### src/design/partition_fit_allocator_defines.svh
// assertion macros shared by the partition fit allocator
`ifndef PARTITION_FIT_ALLOCATOR_DEFINES_SVH
`define PARTITION_FIT_ALLOCATOR_DEFINES_SVH

// same-cycle implication
`define PFA_ASSERT_NOW(label, clk, rst, ante, cons, msg) \
   label: assert property (@(posedge clk) disable iff (rst) (ante) |-> (cons)) \
      else $error(msg);

// next-cycle implication
`define PFA_ASSERT_NEXT(label, clk, rst, ante, cons, msg) \
   label: assert property (@(posedge clk) disable iff (rst) (ante) |=> (cons)) \
      else $error(msg);

`endif

### src/design/pfa_pkg.sv
// types, codes and defaults of the partition fit allocator
`default_nettype none

package pfa_pkg;

   localparam int unsigned PARTITIONS_DEF = 8;
   localparam int unsigned SIZE_BITS_DEF  = 16;
   localparam int unsigned REQ_SIZE_W     = 16;
   localparam int unsigned INDEX_W        = 3;

   typedef enum logic [1:0] {
      CMD_LOAD  = 2'd0,
      CMD_WORST = 2'd1,
      CMD_BEST  = 2'd2,
      CMD_FIRST = 2'd3
   } command_type;

   typedef enum logic [1:0] {
      ST_LOADED    = 2'd0,
      ST_ALLOCATED = 2'd1,
      ST_NOFIT     = 2'd2
   } status_type;

   typedef struct packed {
      command_type             command;
      logic [INDEX_W-1:0]      part_index;
      logic [REQ_SIZE_W-1:0]   request_size;
   } req_type;

   typedef struct packed {
      logic [1:0]          status;
      logic [INDEX_W-1:0]  granted_index;
   } rsp_type;

   // controller to datapath
   typedef struct packed {
      logic clear_wr;
      logic load_wr;
      logic capture;
      logic scan_rd;
      logic cnt_clr;
      logic cnt_inc;
      logic commit_wr;
      logic out_load;
   } ctrl_cmd_type;

   // datapath to controller
   typedef struct packed {
      logic cnt_last;
      logic req_load;
      logic out_free;
   } dp_stat_type;

endpackage

`default_nettype wire

### src/design/pfa_channels.sv
// request and response channel interfaces
`default_nettype none

interface pfa_req_if;
   import pfa_pkg::*;
   logic    valid;
   logic    ready;
   req_type payload;
   modport source (output valid, output payload, input ready);
   modport sink   (input valid, input payload, output ready);
endinterface

interface pfa_rsp_if;
   import pfa_pkg::*;
   logic    valid;
   logic    ready;
   rsp_type payload;
   modport source (output valid, output payload, input ready);
   modport sink   (input valid, input payload, output ready);
endinterface

`default_nettype wire

### src/design/pfa_ctrl.sv
// sequencing state machine of the partition fit allocator
`default_nettype none

module pfa_ctrl (
   input  wire logic                  clock,
   input  wire logic                  reset,
   input  wire logic                  req_valid,
   output logic                       req_ready,
   input  wire pfa_pkg::dp_stat_type  stat,
   output pfa_pkg::ctrl_cmd_type      cmd
);
   import pfa_pkg::*;

   typedef enum logic [6:0] {
      S_CLEAR  = 7'b0000001,
      S_IDLE   = 7'b0000010,
      S_LOAD   = 7'b0000100,
      S_SCAN   = 7'b0001000,
      S_SETTLE = 7'b0010000,
      S_COMMIT = 7'b0100000,
      S_FINISH = 7'b1000000
   } state_type;

   state_type state_ff;
   state_type state_in;

   always_comb begin
      state_in  = state_ff;
      cmd       = '0;
      req_ready = 1'b0;
      case (state_ff)
         S_CLEAR: begin
            cmd.clear_wr = 1'b1;
            cmd.cnt_inc  = 1'b1;
            if (stat.cnt_last) begin
               state_in = S_IDLE;
            end
         end
         S_IDLE: begin
            req_ready = 1'b1;
            if (req_valid) begin
               cmd.capture = 1'b1;
               cmd.cnt_clr = 1'b1;
               state_in    = stat.req_load ? S_LOAD : S_SCAN;
            end
         end
         S_LOAD: begin
            cmd.load_wr = 1'b1;
            state_in    = S_FINISH;
         end
         S_SCAN: begin
            cmd.scan_rd = 1'b1;
            cmd.cnt_inc = 1'b1;
            if (stat.cnt_last) begin
               state_in = S_SETTLE;
            end
         end
         S_SETTLE: begin
            state_in = S_COMMIT;
         end
         S_COMMIT: begin
            cmd.commit_wr = 1'b1;
            state_in      = S_FINISH;
         end
         S_FINISH: begin
            if (stat.out_free) begin
               cmd.out_load = 1'b1;
               state_in     = S_IDLE;
            end
         end
         default: begin
            state_in = S_CLEAR;
         end
      endcase
   end

   always_ff @(posedge clock) begin
      if (reset) begin
         state_ff <= S_CLEAR;
      end else begin
         state_ff <= state_in;
      end
   end

endmodule

`default_nettype wire

### src/design/pfa_dp.sv
// partition table memory, scan compare and result register
`default_nettype none

module pfa_dp #(
   parameter int unsigned PARTITIONS = pfa_pkg::PARTITIONS_DEF,
   parameter int unsigned SIZE_BITS  = pfa_pkg::SIZE_BITS_DEF
) (
   input  wire logic                   clock,
   input  wire logic                   reset,
   input  wire pfa_pkg::req_type       req_payload,
   input  wire logic                   rsp_ready,
   output logic                        rsp_valid,
   output pfa_pkg::rsp_type            rsp_payload,
   input  wire pfa_pkg::ctrl_cmd_type  cmd,
   output pfa_pkg::dp_stat_type        stat
);
   import pfa_pkg::*;

   localparam int unsigned IDX_W = $clog2(PARTITIONS);
   localparam int unsigned CMP_W = (SIZE_BITS > REQ_SIZE_W) ? SIZE_BITS : REQ_SIZE_W;
   localparam int unsigned PAD_W = (IDX_W > INDEX_W) ? IDX_W : INDEX_W;
   localparam logic [IDX_W-1:0] LAST_IDX = IDX_W'(PARTITIONS - 1);

   // word layout: used flag on top, size below
   logic [SIZE_BITS:0]      part_mem_ff [PARTITIONS];
   logic [SIZE_BITS:0]      rd_word_ff;
   logic [IDX_W-1:0]        rd_idx_ff;
   logic                    rd_valid_ff;

   logic [IDX_W-1:0]        cnt_ff;
   logic [IDX_W-1:0]        cnt_in;

   command_type             op_cmd_ff;
   logic [INDEX_W-1:0]      op_index_ff;
   logic [REQ_SIZE_W-1:0]   op_size_ff;

   logic                    found_ff;
   logic                    found_in;
   logic [IDX_W-1:0]        pick_ff;
   logic [IDX_W-1:0]        pick_in;
   logic [SIZE_BITS-1:0]    pick_size_ff;
   logic [SIZE_BITS-1:0]    pick_size_in;

   logic                    rsp_valid_ff;
   logic                    rsp_valid_in;
   rsp_type                 rsp_ff;
   rsp_type                 rsp_in;

   logic                    wr_en;
   logic [IDX_W-1:0]        wr_addr;
   logic [SIZE_BITS:0]      wr_data;
   logic                    load_in_range;
   logic [SIZE_BITS-1:0]    load_size;
   logic [SIZE_BITS-1:0]    rd_size;
   logic                    rd_used;
   logic                    fits;
   logic                    take;
   logic [PAD_W-1:0]        pick_wide;

   assign stat.cnt_last = (cnt_ff == LAST_IDX);
   assign stat.req_load = (req_payload.command == CMD_LOAD);
   assign stat.out_free = !rsp_valid_ff || rsp_ready;

   // scan / clear address counter, wraps after the last partition
   always_comb begin
      cnt_in = cnt_ff;
      if (cmd.cnt_clr) begin
         cnt_in = '0;
      end else if (cmd.cnt_inc) begin
         cnt_in = stat.cnt_last ? '0 : cnt_ff + 1'b1;
      end
   end

   // table write port
   assign load_in_range = (32'(op_index_ff) < PARTITIONS);
   assign load_size     = SIZE_BITS'(CMP_W'(op_size_ff));

   always_comb begin
      wr_en   = 1'b0;
      wr_addr = cnt_ff;
      wr_data = '0;
      if (cmd.clear_wr) begin
         wr_en = 1'b1;
      end else if (cmd.load_wr) begin
         wr_en   = load_in_range;
         wr_addr = IDX_W'(op_index_ff);
         wr_data = {1'b0, load_size};
      end else if (cmd.commit_wr) begin
         wr_en   = found_ff;
         wr_addr = pick_ff;
         wr_data = {1'b1, pick_size_ff};
      end
   end

   always_ff @(posedge clock) begin
      if (wr_en) begin
         part_mem_ff[wr_addr] <= wr_data;
      end
      if (cmd.scan_rd) begin
         rd_word_ff <= part_mem_ff[cnt_ff];
      end
      rd_idx_ff <= cnt_ff;
   end

   // fit test and selection
   assign rd_size = rd_word_ff[SIZE_BITS-1:0];
   assign rd_used = rd_word_ff[SIZE_BITS];
   assign fits    = !rd_used && (CMP_W'(rd_size) >= CMP_W'(op_size_ff));
   assign take    = rd_valid_ff && fits &&
                    (!found_ff ||
                     ((op_cmd_ff == CMD_WORST) && (rd_size > pick_size_ff)) ||
                     ((op_cmd_ff == CMD_BEST) && (rd_size < pick_size_ff)));

   always_comb begin
      found_in     = found_ff;
      pick_in      = pick_ff;
      pick_size_in = pick_size_ff;
      if (cmd.capture) begin
         found_in = 1'b0;
      end else if (take) begin
         found_in     = 1'b1;
         pick_in      = rd_idx_ff;
         pick_size_in = rd_size;
      end
   end

   // result register
   assign pick_wide = PAD_W'(pick_ff);

   always_comb begin
      rsp_in = rsp_ff;
      if (cmd.out_load) begin
         if (op_cmd_ff == CMD_LOAD) begin
            rsp_in.status        = ST_LOADED;
            rsp_in.granted_index = '0;
         end else if (found_ff) begin
            rsp_in.status        = ST_ALLOCATED;
            rsp_in.granted_index = pick_wide[INDEX_W-1:0];
         end else begin
            rsp_in.status        = ST_NOFIT;
            rsp_in.granted_index = '0;
         end
      end
   end

   always_comb begin
      rsp_valid_in = rsp_valid_ff;
      if (cmd.out_load) begin
         rsp_valid_in = 1'b1;
      end else if (rsp_ready) begin
         rsp_valid_in = 1'b0;
      end
   end

   always_ff @(posedge clock) begin
      if (reset) begin
         cnt_ff       <= '0;
         rd_valid_ff  <= 1'b0;
         found_ff     <= 1'b0;
         rsp_valid_ff <= 1'b0;
      end else begin
         cnt_ff       <= cnt_in;
         rd_valid_ff  <= cmd.scan_rd;
         found_ff     <= found_in;
         rsp_valid_ff <= rsp_valid_in;
      end
   end

   always_ff @(posedge clock) begin
      if (cmd.capture) begin
         op_cmd_ff   <= req_payload.command;
         op_index_ff <= req_payload.part_index;
         op_size_ff  <= req_payload.request_size;
      end
      pick_ff      <= pick_in;
      pick_size_ff <= pick_size_in;
      rsp_ff       <= rsp_in;
   end

   assign rsp_valid   = rsp_valid_ff;
   assign rsp_payload = rsp_ff;

endmodule

`default_nettype wire

### src/design/partition_fit_allocator.sv
// top level of the partition fit allocator: controller plus datapath
//
//   channel    dir   carries
//   req_chan   in    command, part_index, request_size
//   rsp_chan   out   status, granted_index
//
// after reset a clearing pass writes every partition to zero size, free,
// one entry a cycle, with req_chan.ready low
// a load request passes through the load and finish states before the next accept
// an allocation request reads the table through its single read port, one
// entry a cycle, then settles, commits and finishes before the next accept
// the response sits in an output register; a stalled rsp_chan holds it there,
// a new request is still taken and waits only at its own finish
`default_nettype none

`include "partition_fit_allocator_defines.svh"

module partition_fit_allocator #(
   parameter int unsigned PARTITIONS = pfa_pkg::PARTITIONS_DEF,
   parameter int unsigned SIZE_BITS  = pfa_pkg::SIZE_BITS_DEF
) (
   input  wire logic  clock,
   input  wire logic  reset,
   pfa_req_if.sink    req_chan,
   pfa_rsp_if.source  rsp_chan
);
   import pfa_pkg::*;

   ctrl_cmd_type  ctrl_cmd;
   dp_stat_type   dp_stat;
   logic [2:0]    wr_vec;

   // sequencer: clearing pass, load, scan, commit, result hand-off
   pfa_ctrl u_ctrl (
      .clock     (clock),
      .reset     (reset),
      .req_valid (req_chan.valid),
      .req_ready (req_chan.ready),
      .stat      (dp_stat),
      .cmd       (ctrl_cmd)
   );

   // partition table, fit compare, pick registers, response register
   pfa_dp #(
      .PARTITIONS (PARTITIONS),
      .SIZE_BITS  (SIZE_BITS)
   ) u_dp (
      .clock       (clock),
      .reset       (reset),
      .req_payload (req_chan.payload),
      .rsp_ready   (rsp_chan.ready),
      .rsp_valid   (rsp_chan.valid),
      .rsp_payload (rsp_chan.payload),
      .cmd         (ctrl_cmd),
      .stat        (dp_stat)
   );

   // the three sources of the table write port never collide
   assign wr_vec = {ctrl_cmd.clear_wr, ctrl_cmd.load_wr, ctrl_cmd.commit_wr};

   // one request in flight: an accept drops ready on the next cycle
   `PFA_ASSERT_NEXT(a_busy_after_accept, clock, reset, req_chan.valid && req_chan.ready, !req_chan.ready, "request accepted while previous one in flight")
   // the result register is only loaded when it is empty or being drained
   `PFA_ASSERT_NOW(a_no_overwrite, clock, reset, ctrl_cmd.out_load, !rsp_chan.valid || rsp_chan.ready, "response overwritten before it was taken")
   `PFA_ASSERT_NOW(a_single_writer, clock, reset, 1'b1, $onehot0(wr_vec), "table write port driven by two sources")
   // index is zero unless a partition was granted
   `PFA_ASSERT_NOW(a_index_zero, clock, reset, rsp_chan.valid && (rsp_chan.payload.status != ST_ALLOCATED), rsp_chan.payload.granted_index == '0, "granted index set without allocation")

endmodule

`default_nettype wire
### src/flat_wrapper.sv
// flat-port wrapper written by rule: the top's interface ports become plain ports
module partition_fit_allocator_flat import pfa_pkg::*;
#(
   parameter int unsigned PARTITIONS = pfa_pkg::PARTITIONS_DEF,
   parameter int unsigned SIZE_BITS  = pfa_pkg::SIZE_BITS_DEF
)
  (clock, reset, req_chan_valid, req_chan_payload, req_chan_ready, rsp_chan_valid, rsp_chan_payload, rsp_chan_ready);
  pfa_req_if req_chan_i ();
  pfa_rsp_if rsp_chan_i ();
  input  wire logic clock;
  input  wire logic reset;
  input wire logic [$bits(req_chan_i.valid)-1:0] req_chan_valid;
  input wire logic [$bits(req_chan_i.payload)-1:0] req_chan_payload;
  output wire logic [$bits(req_chan_i.ready)-1:0] req_chan_ready;
  output wire logic [$bits(rsp_chan_i.valid)-1:0] rsp_chan_valid;
  output wire logic [$bits(rsp_chan_i.payload)-1:0] rsp_chan_payload;
  input wire logic [$bits(rsp_chan_i.ready)-1:0] rsp_chan_ready;
  assign req_chan_i.valid = req_chan_valid;
  assign req_chan_i.payload = req_chan_payload;
  assign req_chan_ready = req_chan_i.ready;
  assign rsp_chan_valid = rsp_chan_i.valid;
  assign rsp_chan_payload = rsp_chan_i.payload;
  assign rsp_chan_i.ready = rsp_chan_ready;
  partition_fit_allocator #(.PARTITIONS(PARTITIONS), .SIZE_BITS(SIZE_BITS)) u_core (.clock(clock), .reset(reset), .req_chan(req_chan_i), .rsp_chan(rsp_chan_i));
endmodule
### config.mk
export PLATFORM = sky130hd
export DESIGN_NAME = partition_fit_allocator_flat
export DESIGN_NICKNAME = d
export VERILOG_FILES = /design/src/design/pfa_pkg.sv /design/src/design/pfa_channels.sv /design/src/design/pfa_ctrl.sv /design/src/design/pfa_dp.sv /design/src/design/partition_fit_allocator.sv /design/src/flat_wrapper.sv
export VERILOG_INCLUDE_DIRS = /design/src /design/src/design
export SDC_FILE = /design/constraint.sdc
export NUM_CORES = 1
export LEC_CHECK = 0
export ABC_AREA = 1
export BUFFER_PORTS_ARGS = -buffer_cell sky130_fd_sc_hd__buf_2
export CORE_AREA = 5 5 158 160
export DETAILED_ROUTE_END_ITERATION = 7
export DIE_AREA = 0 0 163 165
export HOLD_SLACK_MARGIN = 0.05
export SETUP_SLACK_MARGIN = 0.2
export SYNTH_ARGS = -nofsm -noshare
export SYNTH_HDL_FRONTEND = slang
export SYNTH_HIERARCHICAL = 1
export SYNTH_SLANG_ARGS = --single-unit
export TNS_END_PERCENT = 20
### constraint.sdc
create_clock -name clock -period 2.6 [get_ports clock]
set_input_delay 0.26 -clock clock [delete_from_list [all_inputs] [get_ports clock]]
set_output_delay 0.26 -clock clock [all_outputs]
set_load 0.1 [all_outputs]
==> impl_metrics.env <==
export IMPL_skew_ns=0.0197
export IMPL_synth_top_area_share_pct=65.0
export IMPL_fin_crit_ns=2.21
export IMPL_status="finished, final reports clean"
export IMPL_drc=0
export IMPL_multi_input_area_um2=2410
export IMPL_critical_path_class="register to register"
export IMPL_yosysTopAreaCell="edfxtp_1"
export IMPL_postRouteAntennaNets=0
export IMPL_dp_hpwl_mm=13.2
export IMPL_setup_tns_ns=0
export IMPL_placed_area_um2=9870
export IMPL_initial_utilization_pct=39.3
export IMPL_die_h_um=165
export IMPL_fin_util_pct=46.8
export IMPL_rsz0062_at_grt="false"
export IMPL_track_usage_pct=15.1
export IMPL_ys_warnings_count=6
export IMPL_clk_pin_slew_worst_paths_ns=0.06
export IMPL_final_hold_viol_count=0
export IMPL_power_density_nw_per_um2=976
export IMPL_antenna_found_initial=0
export IMPL_gp_congestion=0.847
export IMPL_synth_cells=777
export IMPL_core_area_um2=23300
export IMPL_first_iter_violations=515
export IMPL_fin_cells=1206
export IMPL_yosys_top_cells_area="edfxtp_1 (65%), nor2_1 (6.6%), ha_1 (4.7%)"
export IMPL_relSlewSlack_pct=44.2
export IMPL_irDropWorstVdd_mv=0.523
export IMPL_first_pass_iters=5
export IMPL_cts_tree="done"
export IMPL_grt_pass1_wl_mm=31.9
export IMPL_nets=928
export IMPL_die_area_um2=26900
export IMPL_via_per_inst=4.93
export IMPL_critical_path_max_fanout=13
export IMPL_cts_sinks=214
export IMPL_worstPathRequired_ns=2.80
export IMPL_cts_buffers=24
export IMPL_synth_ff_latch_count=214
export IMPL_post_cts_buffers=0
export IMPL_avgSynthCellArea_um2=11.8
export IMPL_pin_count=32
export IMPL_worst_pin_slew_ns=0.837
export IMPL_synth_cell_type_count=38
export IMPL_fillers=2117
export IMPL_antenna_cells=0
export IMPL_worst_hold_slack_ns=0.203
export IMPL_period_share_pct=84.8
export IMPL_die_w_um=163
export IMPL_regToRegSetupSlack_ns=0.39
export IMPL_post_drt_wl_per_cell_um=16.7
export IMPL_fmax_mhz=453
export IMPL_path_cells="inv_2 > nand2_2 > nor2_4 > nand2_1 > inv_1 > inv_2 > nand3_1 > o21ai_2 > a31oi_2 > nand2_2 > nor2_1 > buf_4"
export IMPL_cts_buffer_depth=3
export IMPL_synth_seq_area_share_pct=68.5
export IMPL_syn_cell_area_um2=9140
export IMPL_clockRootBuffer="clkbuf_16"
export IMPL_regArea_um2=6270
export IMPL_hold_class="input port to register"
export IMPL_placed_cells=1139
export IMPL_core_rowCount=56
export IMPL_fin_area_um2=10900
export IMPL_grt_ovfl_total=0
export IMPL_worstSetupEndpointType="register"
export IMPL_htreeDepth=1
export IMPL_max_cap_violations=0
export IMPL_p_leak_nw=4.10
export IMPL_syn_num_nets=836
export IMPL_max_stage_delay_ns=0.34
export IMPL_slew_violations=0
export IMPL_drive_gt1_share_pct=16.0
export IMPL_via_count=5941
export IMPL_drt_total_wl_mm=20.1
export IMPL_crit_path_start_kind="register"
export IMPL_port_buffers=31
export IMPL_grt_max_degree=48
export IMPL_clock_latency_ns=0.51
export IMPL_grt_pass1_vias=5921
export IMPL_critPathArrivalTime_ns=2.41
export IMPL_syn_to_final_growth_pct=19.0
export IMPL_crit_slowest_cell="dfxtp_1"
export IMPL_setup_violations=0
## sequential cells by signal, summed over array words and instances (netlist names)
| signal | flops |
|---|---|
| u_core/u_dp/part_mem_ff | 136 |
| u_core/u_dp/rd_word_ff | 17 |
| u_core/u_dp/load_size | 16 |
| u_core/u_dp/pick_size_ff | 16 |
| u_core/u_ctrl/state_ff | 7 |
| u_core/u_dp/rsp_payload | 5 |
| u_core/u_dp/cnt_ff | 3 |
| u_core/u_dp/op_index_ff | 3 |
| u_core/u_dp/pick_ff | 3 |
| u_core/u_dp/rd_idx_ff | 3 |
| u_core/u_dp/op_cmd_ff | 2 |
| u_core/u_dp/found_ff | 1 |
| u_core/u_dp/rd_valid_ff | 1 |
| u_core/u_dp/rsp_valid | 1 |
## metal layers
layer  part of all wire [%]  routed length (um)  track usage [%]
met3                    5.1                1030             2.47
met5                      0                   0                0
met2                     47                9430             25.1
met4                    2.0                 396             4.16
met1                     46                9260             20.7
## Yosys cell counts, drive strengths merged
master  count
dfxtp      16
nor2      166
o21a        1
edfxtp    198
a32o        1
o21ai      75
ha         34
nand3      20
nor3        5
a211oi      2
inv        79
nand4       2
nand2      68
clkbuf      7
a21oi      20
or2         3
a31oi      20
a21o        1
o22ai      32
nor3b       1
buf        21
o21bai      2
clkinv      2
nand3b      1
## through the flow
stage,total power [mW],worst slack (ns)
floorplan,6.58,0.154
global placement,7.35,0.438
detailed placement,7.38,0.424
CTS,10.7,0.393
global route,11.2,0.210
finish,10.6,0.394
## logic make-up after synthesis
kind of cell    Yosys count  synth area share [%]
simple gates            266                  12.1
flops                   214                  68.5
compound gates          154                  9.61
buf+inv                 109                  5.15
fa+ha+maj                34                  4.65
## layout make-up
class	instances	area share, %
Sequential cell	214	57.6
Multi-Input combinational cell	454	22.2
Timing Repair Buffer	94	6.53
Clock buffer	32	6.08
Tap cell	319	3.67
Inverter	81	2.91
Clock inverter	12	1.05
## worst max-delay path, delay by kind of cell (launching register included)
family          cells  cell delay [ns]
simple gates        6             0.69
flops               1             0.34
compound gates      2             0.27
buf+inv             4             0.60
## worst paths after layout
path	start	endpoint	depth (start not counted)
worst min register to register	u_core/u_dp/cnt_ff[2]	u_core/u_dp/rd_idx_ff[2]	0
worst min-delay path	rsp_chan_ready	u_core/u_ctrl/state_ff[6]	6
worst max register to register	u_core/u_ctrl/state_ff[6]	u_core/u_dp/part_mem_ff[2][11]	12
worst max-delay path	u_core/u_ctrl/state_ff[6]	u_core/u_dp/part_mem_ff[2][11]	12
## repair_timing
action	CTS	global route
endpoints found under the hold margin	24	0
hold buffers	23	0
resized for setup	0	0
## layout by cell type (no fill, tap or decap), drive strengths merged
cell         instances
bufinv               2
edfxtp             198
nand2               68
a31oi               20
o22ai               32
clkbuf              32
o21bai               2
nor3                 5
a32o                 1
nand4                2
dfxtp               16
o21a                 1
nor3b                1
clkinv              12
inv                 79
nand3b               1
a21o                 1
nor2               166
or2                  3
buf                 71
a21oi               20
o21ai               75
nand3               20
a211oi               2
ha                  34
dlygate4sd3         23
## report_power, final
group,internal (mW),switching (mW)
clock network,1.99,1.29
logic,0.801,1.84
registers,4.53,0.169
total,7.32,3.30
(Power assumes the default switching activity.)
